**config.mk**
```make
export PLATFORM = sky130hd
export DESIGN_NAME = mbtl_ctrl
export DESIGN_NICKNAME = d
export VERILOG_FILES = /design/src/rtl/mbtl_pkg.sv /design/src/rtl/mbtl_ctrl.sv
export SDC_FILE = /design/constraint.sdc
export NUM_CORES = 1
export LEC_CHECK = 0
export ABC_AREA = 1
export BUFFER_PORTS_ARGS = -buffer_cell sky130_fd_sc_hd__buf_4
export CAP_MARGIN = 0
export CORE_MARGIN = 2
export CORE_UTILIZATION = 50
export DETAILED_ROUTE_END_ITERATION = 10
export GPL_TIMING_DRIVEN = 0
export PLACE_DENSITY = 0.77
export SYNTH_ARGS = -nofsm -noshare
export SYNTH_HDL_FRONTEND = slang
export SYNTH_SLANG_ARGS = --single-unit
```
**constraint.sdc**
```tcl
create_clock -name clk -period 1.8 [get_ports clk]
set_input_delay 0.09 -clock clk [delete_from_list [all_inputs] [get_ports clk]]
set_output_delay 0.09 -clock clk [all_outputs]
set_load 0.02 [all_outputs]
```
**src/rtl/mbtl_pkg.sv**
```systemverilog
// shared constants, command codes and control structs of the mipmap lookup unit
package mbtl_pkg;

	// default sizes
	localparam int DEF_LOG_MAX_SIDE = 8;
	localparam int DEF_TEXEL_BITS = 16;

	// fixed field widths
	localparam int COORD_W = 20;
	localparam int TEXIN_W = 16;
	localparam int OUT_W = 16;
	localparam int CFG_W = 4;
	localparam int CFG_IDX_W = 2;
	localparam int LEVEL_W = 4;
	localparam int FRAC_W = 16;

	// register indexes
	localparam logic [CFG_IDX_W-1:0] REG_WRAP = 2'd0;
	localparam logic [CFG_IDX_W-1:0] REG_LOG_W = 2'd1;
	localparam logic [CFG_IDX_W-1:0] REG_LOG_H = 2'd2;

	// wrap codes, anything else means black
	localparam logic [1:0] WRAP_REPEAT = 2'd0;
	localparam logic [1:0] WRAP_CLAMP = 2'd1;

	// operations
	localparam logic OP_LOAD = 1'b0;
	localparam logic OP_LOOKUP = 1'b1;

	// datapath commands
	localparam int CMD_W = 5;
	localparam logic [CMD_W-1:0] CMD_NOP = 5'd0;
	localparam logic [CMD_W-1:0] CMD_LOAD = 5'd1;
	localparam logic [CMD_W-1:0] CMD_LATCH = 5'd2;
	localparam logic [CMD_W-1:0] CMD_ZERO = 5'd3;
	localparam logic [CMD_W-1:0] CMD_B_INIT = 5'd4;
	localparam logic [CMD_W-1:0] CMD_B_LVL = 5'd5;
	localparam logic [CMD_W-1:0] CMD_B_RD = 5'd6;
	localparam logic [CMD_W-1:0] CMD_B_WR = 5'd7;
	localparam logic [CMD_W-1:0] CMD_L_MAX = 5'd8;
	localparam logic [CMD_W-1:0] CMD_L_LVL = 5'd9;
	localparam logic [CMD_W-1:0] CMD_L_POS = 5'd10;
	localparam logic [CMD_W-1:0] CMD_L_RD = 5'd11;
	localparam logic [CMD_W-1:0] CMD_L_CAP = 5'd12;
	localparam logic [CMD_W-1:0] CMD_LR0 = 5'd13;
	localparam logic [CMD_W-1:0] CMD_LR1 = 5'd14;
	localparam logic [CMD_W-1:0] CMD_LR2 = 5'd15;
	localparam logic [CMD_W-1:0] CMD_NEXT = 5'd16;
	localparam logic [CMD_W-1:0] CMD_BLEND = 5'd17;
	localparam logic [CMD_W-1:0] CMD_TOP = 5'd18;
	localparam logic [CMD_W-1:0] CMD_TOPC = 5'd19;
	localparam logic [CMD_W-1:0] CMD_OUT = 5'd20;

	typedef struct packed {
		logic [CMD_W-1:0] code;
		logic restart;
	} cmd_t;

	typedef struct packed {
		logic last_load;
		logic one_level;
		logic k_last;
		logic tex_last;
		logic lvl_last;
		logic mode_top;
		logic mode_blend;
		logic which;
	} status_t;

	// entries of a full pyramid with base side 2^lg, plus one
	function automatic int store_depth(input int lg);
		return ((1 << (2 * lg + 2)) - 1) / 3 + 1;
	endfunction

	// log2 of a level side, floor of one texel
	function automatic logic [LEVEL_W-1:0] side_log(input logic [LEVEL_W-1:0] lg,
			input logic [LEVEL_W-1:0] lvl);
		return (lg > lvl) ? lg - lvl : '0;
	endfunction

endpackage

```
**src/rtl/mbtl_ctrl.sv**
```systemverilog
// controller state machine: handshakes, build sequencing and lookup sequencing
module mbtl_ctrl (
	input  logic clk,
	input  logic arst_n,
	input  logic in_valid,
	output logic in_stall,
	input  logic op,
	output logic out_valid,
	input  logic out_stall,
	input  logic cfg_we,
	input  logic [mbtl_pkg::CFG_IDX_W-1:0] cfg_index,
	input  mbtl_pkg::status_t st,
	output mbtl_pkg::cmd_t cmd
);

	localparam logic [4:0] S_IDLE = 5'd0;
	localparam logic [4:0] S_B_INIT = 5'd1;
	localparam logic [4:0] S_B_LVL = 5'd2;
	localparam logic [4:0] S_B_RD = 5'd3;
	localparam logic [4:0] S_B_WR = 5'd4;
	localparam logic [4:0] S_L_MAX = 5'd5;
	localparam logic [4:0] S_L_LVL = 5'd6;
	localparam logic [4:0] S_L_SEL = 5'd7;
	localparam logic [4:0] S_L_POS = 5'd8;
	localparam logic [4:0] S_L_RD = 5'd9;
	localparam logic [4:0] S_L_CAP = 5'd10;
	localparam logic [4:0] S_LR0 = 5'd11;
	localparam logic [4:0] S_LR1 = 5'd12;
	localparam logic [4:0] S_LR2 = 5'd13;
	localparam logic [4:0] S_NEXT = 5'd14;
	localparam logic [4:0] S_BLEND = 5'd15;
	localparam logic [4:0] S_TOP = 5'd16;
	localparam logic [4:0] S_TOPC = 5'd17;
	localparam logic [4:0] S_ZERO = 5'd18;
	localparam logic [4:0] S_FIN = 5'd19;

	logic [4:0] state_q, state_d;
	logic ready_q, ready_d;
	logic out_valid_q, out_valid_d;

	assign in_stall = (state_q != S_IDLE);
	assign out_valid = out_valid_q;

	// next state and commands
	always_comb begin
		state_d = state_q;
		ready_d = ready_q;
		out_valid_d = out_valid_q;
		cmd.code = mbtl_pkg::CMD_NOP;
		cmd.restart = ready_q;
		if (out_valid_q && !out_stall) begin
			out_valid_d = 1'b0;
		end
		case (state_q)
			S_IDLE: begin
				if (in_valid) begin
					if (op == mbtl_pkg::OP_LOAD) begin
						cmd.code = mbtl_pkg::CMD_LOAD;
						ready_d = 1'b0;
						if (st.last_load) begin
							state_d = S_B_INIT;
						end
					end else begin
						cmd.code = mbtl_pkg::CMD_LATCH;
						state_d = ready_q ? S_L_MAX : S_ZERO;
					end
				end
			end
			S_B_INIT: begin
				cmd.code = mbtl_pkg::CMD_B_INIT;
				if (st.one_level) begin
					ready_d = 1'b1;
					state_d = S_IDLE;
				end else begin
					state_d = S_B_LVL;
				end
			end
			S_B_LVL: begin
				cmd.code = mbtl_pkg::CMD_B_LVL;
				state_d = S_B_RD;
			end
			S_B_RD: begin
				cmd.code = mbtl_pkg::CMD_B_RD;
				if (st.k_last) begin
					state_d = S_B_WR;
				end
			end
			S_B_WR: begin
				cmd.code = mbtl_pkg::CMD_B_WR;
				if (st.tex_last && st.lvl_last) begin
					ready_d = 1'b1;
					state_d = S_IDLE;
				end else if (st.tex_last) begin
					state_d = S_B_LVL;
				end else begin
					state_d = S_B_RD;
				end
			end
			S_L_MAX: begin
				cmd.code = mbtl_pkg::CMD_L_MAX;
				state_d = S_L_LVL;
			end
			S_L_LVL: begin
				cmd.code = mbtl_pkg::CMD_L_LVL;
				state_d = S_L_SEL;
			end
			S_L_SEL: begin
				state_d = st.mode_top ? S_TOP : S_L_POS;
			end
			S_L_POS: begin
				cmd.code = mbtl_pkg::CMD_L_POS;
				state_d = S_L_RD;
			end
			S_L_RD: begin
				cmd.code = mbtl_pkg::CMD_L_RD;
				if (st.k_last) begin
					state_d = S_L_CAP;
				end
			end
			S_L_CAP: begin
				cmd.code = mbtl_pkg::CMD_L_CAP;
				state_d = S_LR0;
			end
			S_LR0: begin
				cmd.code = mbtl_pkg::CMD_LR0;
				state_d = S_LR1;
			end
			S_LR1: begin
				cmd.code = mbtl_pkg::CMD_LR1;
				state_d = S_LR2;
			end
			S_LR2: begin
				cmd.code = mbtl_pkg::CMD_LR2;
				if (st.mode_blend && !st.which) begin
					state_d = S_NEXT;
				end else if (st.mode_blend) begin
					state_d = S_BLEND;
				end else begin
					state_d = S_FIN;
				end
			end
			S_NEXT: begin
				cmd.code = mbtl_pkg::CMD_NEXT;
				state_d = S_L_POS;
			end
			S_BLEND: begin
				cmd.code = mbtl_pkg::CMD_BLEND;
				state_d = S_FIN;
			end
			S_TOP: begin
				cmd.code = mbtl_pkg::CMD_TOP;
				state_d = S_TOPC;
			end
			S_TOPC: begin
				cmd.code = mbtl_pkg::CMD_TOPC;
				state_d = S_FIN;
			end
			S_ZERO: begin
				cmd.code = mbtl_pkg::CMD_ZERO;
				state_d = S_FIN;
			end
			S_FIN: begin
				if (!out_valid_q || !out_stall) begin
					cmd.code = mbtl_pkg::CMD_OUT;
					out_valid_d = 1'b1;
					state_d = S_IDLE;
				end
			end
			default: begin
				state_d = S_IDLE;
			end
		endcase
		// a size change drops the pyramid
		if (cfg_we && (cfg_index == mbtl_pkg::REG_LOG_W || cfg_index == mbtl_pkg::REG_LOG_H)) begin
			ready_d = 1'b0;
		end
	end

	// state registers
	always_ff @(posedge clk or negedge arst_n) begin
		if (!arst_n) begin
			state_q <= S_IDLE;
			ready_q <= 1'b0;
			out_valid_q <= 1'b0;
		end else begin
			state_q <= state_d;
			ready_q <= ready_d;
			out_valid_q <= out_valid_d;
		end
	end

endmodule

```
==> impl_metrics.py <==
metrics = {
    "outcome": {
        "status": "finished, final reports clean",
    },
    "clocking": {
        "path_clk_slew_ns": 0.05,
        "h-tree-depth": 1,
        "clkLatencyLatePin_ns": 0.24,
        "clock_tree.buffer_depth": 2,
        "cts_made_buffers": 3,
        "cts_setup_buffers": 0,
        "root_buffer": "clkbuf_4",
        "cts_tree": "built",
        "cts.sinks": 7,
    },
    "worst_setup_path": {
        "worstPathRequired_ns": 1.71,
        "cp_max_fo": 4,
        "r2r_start": "state_q[3]$_DFFE_PN0P_",
        "end_kind": "output pin",
        "startpoint_type": "flop",
        "rrSetupSlack_ns": 0.33,
        "worstPathArrival_ns": 1.61,
        "rr_worst_depth": 8,
        "r2r_end": "state_q[4]$_DFFE_PN0P_",
        "worstSetupPathType": "reg2out",
    },
    "logic_synthesis": {
        "synthXorXnorAreaFrac_pct": 0,
        "yosys.area_share.simple_pct": 58.7,
        "synth_seq_cells": 7,
        "synthAdderAreaFrac_pct": 0,
        "post_synth_num_cell_types": 18,
        "synth_top_family_by_area": "simple AND/OR/NAND/NOR gates",
        "syn_area_um2": 831,
        "synth_edf_count": 0,
        "syn_nets": 161,
        "ys_warn_count": 0,
        "yosysSeqAreaShare_pct": 21.1,
        "async_reset_ff_share_pct": 100,
        "postSynthAreaPerCell_um2": 5.73,
        "netlist_instances": 145,
        "ys.flop_type": "dfrtp_1",
        "synthMuxAreaShare_pct": 0,
        "synth_compound_area_share_pct": 9.79,
    },
    "worst_hold_path": {
        "hp-start": "out_stall",
        "holdPathStages": 3,
        "hp-class": "in2reg",
        "hold_end": "out_valid$_DFF_PN0_",
    },
    "sta": {
        "max_freq_mhz": 588,
        "setup_viol": 0,
        "fin_crit_ns": 1.70,
        "slew_headroom_pct": 82.4,
        "hold_viol_final": 0,
        "worst_slack_ns": 0.0987,
        "clock_skew_ns": 0.000990,
        "drv_slew": 0,
        "worstMarginPinSlew_ns": 0.264,
        "hold_ws_ns": 0.0975,
        "timing.final.crit_share_pct": 94.5,
    },
    "routing": {
        "num_vias": 1016,
        "via_per_inst": 5.38,
        "drtIter0Drc": 48,
        "dr.pass1.iters": 4,
        "wl_per_cell_um": 11.8,
        "drc": 0,
        "ant_nets": 0,
        "wl_um": 2230,
    },
    "placement": {
        "hpwl_um": 1890,
        "placed_cell_area_um2": 1020,
        "io_buffers": 23,
        "place_congestion": 0.914,
        "preCtsSetupSlack_ns": 0.323,
    },
    "floorplanning": {
        "num_rows": 14,
        "die_y_um": 44.8,
        "dieArea_um2": 2000,
        "initial_utilization_pct": 54.5,
        "top_level_ports": 24,
        "core_um2": 1520,
        "die_x_um": 44.8,
    },
    "cells_and_area": {
        "seqCellArea_um2": 176,
        "final_cell_mix": "nand2_1 (49), buf_4 (24), inv_1 (17)",
        "drive_above_1_share_pct": 29.5,
        "nets": 190,
        "syn_to_final_growth_pct": 30.4,
        "fillers": 137,
        "diodes": 0,
        "fin_area_um2": 1080,
        "mostFrequentLayoutCell": "nand2_1",
        "multi_input_area_um2": 587,
    },
    "global_routing": {
        "grt.overflow.total": 0,
        "track_usage_pct": 25.4,
        "grt_pass1_vias": 867,
        "grt_pass1_wl_um": 3690,
        "antenna_found_initial": 0,
        "grt_max_degree": 11,
    },
    "pwr": {
        "cellPowerDensity_nw_per_um2": 1760,
        "power.leakage_nw": 0.605,
        "peakVddDrop_uv": 1010,
        "report.power.total_w": 0.00191,
    },
    "run": {
        "max_cap_violations": 0,
    },
}
## final cells by class
type	count	share of cell area [%]
buffer	2	1.73
clock buffer	3	2.08
clock inverter	1	0.462
inverter	19	6.58
multi-input combinational	117	54.2
sequential	7	16.3
tap	16	1.85
timing repair buffer	24	16.9
## worst max-delay path by stage
stage | end | from | slack (ns)
2_1_floorplan | state_q[1]$_DFFE_PN0P_ | state_q[0]$_DFFE_PN0P_ | 0.47
3_3_place_gp | cmd[2] | state_q[0]$_DFFE_PN0P_ | 0.33
3_5_place_dp | cmd[2] | state_q[0]$_DFFE_PN0P_ | 0.32
4_1_cts | cmd[2] | state_q[0]$_DFFE_PN0P_ | 0.06
5_1_grt | cmd[5] | state_q[3]$_DFFE_PN0P_ | -0.0006
6_report | cmd[2] | state_q[1]$_DFFE_PN0P_ | 0.1
## cell families (layout without fill, tap and decap cells)
family,Yosys count,count (layout)
and+or+nand+nor,103,103
AOI/OAI and AO/OA,14,14
buffers and inverters,21,49
DFF,7,7
## flip-flops by register name, summed over array words and instances, names as in the netlist
name and cells:
ready_q 1, out_valid 1, state_q 5
## cell usage after synthesis (2+ instances only)
cell type / n / area share, %
a21oi_1: 4 / 2.4
buf_4: 2 / 1.8
dfrtp_1: 7 / 21
inv_1: 17 / 7.7
inv_2: 2 / 0.90
nand2_1: 49 / 22
nand2_2: 6 / 4.5
nand3_1: 13 / 7.8
nand3b_1: 2 / 1.8
nand4_1: 4 / 3.0
nor2_1: 19 / 8.6
nor2_2: 3 / 2.3
nor2_4: 5 / 6.8
o211ai_1: 3 / 2.7
o21ai_0: 6 / 3.6
## layer usage
layer	share of wire (%)	GRT usage (%)	vias up
met5	0	0	-
met4	0.45	9.70	0
met3	7.6	2.40	2
met2	48	39.7	45
met1	44	36.1	446
li1	-	-	523
## power breakdown
group	leakage, nW	internal [W]	switching (W)	total (W)
Clock	0.0177	0.0000807	0.0000526	0.000133
Sequential	0.0895	0.000229	0.000106	0.000335
Combinational	0.497	0.000532	0.000911	0.00144
Total	0.605	0.000841	0.00107	0.00191
## stage by stage
| stage | utilization, % | setup TNS, ns | instances |
|---|---|---|---|
| 2_1_floorplan | - | 0 | 145 |
| 3_3_place_gp | 67.2 | 0 | 184 |
| 3_5_place_dp | 67.2 | 0 | 184 |
| 4_1_cts | 69.6 | 0 | 189 |
| 5_1_grt | 71.1 | -0.000593 | 189 |
| 6_report | 71.1 | 0 | 189 |
## repair_timing
item	CTS	global route
endpoints found under the setup margin	0	2
gates resized for setup	0	7
hold endpoints to repair	7	0
hold buffers	1	0
## worst max-delay path, cell delays in order (launching register included)
cell	delay [ns]
dfrtp_1	0.45
inv_1	0.15
nand2_1	0.09
nor2_2	0.15
nand2_1	0.13
o211ai_1	0.12
nor2_1	0.07
nand3_1	0.07
buf_4	0.14
Power figures use the tool's default switching activity.
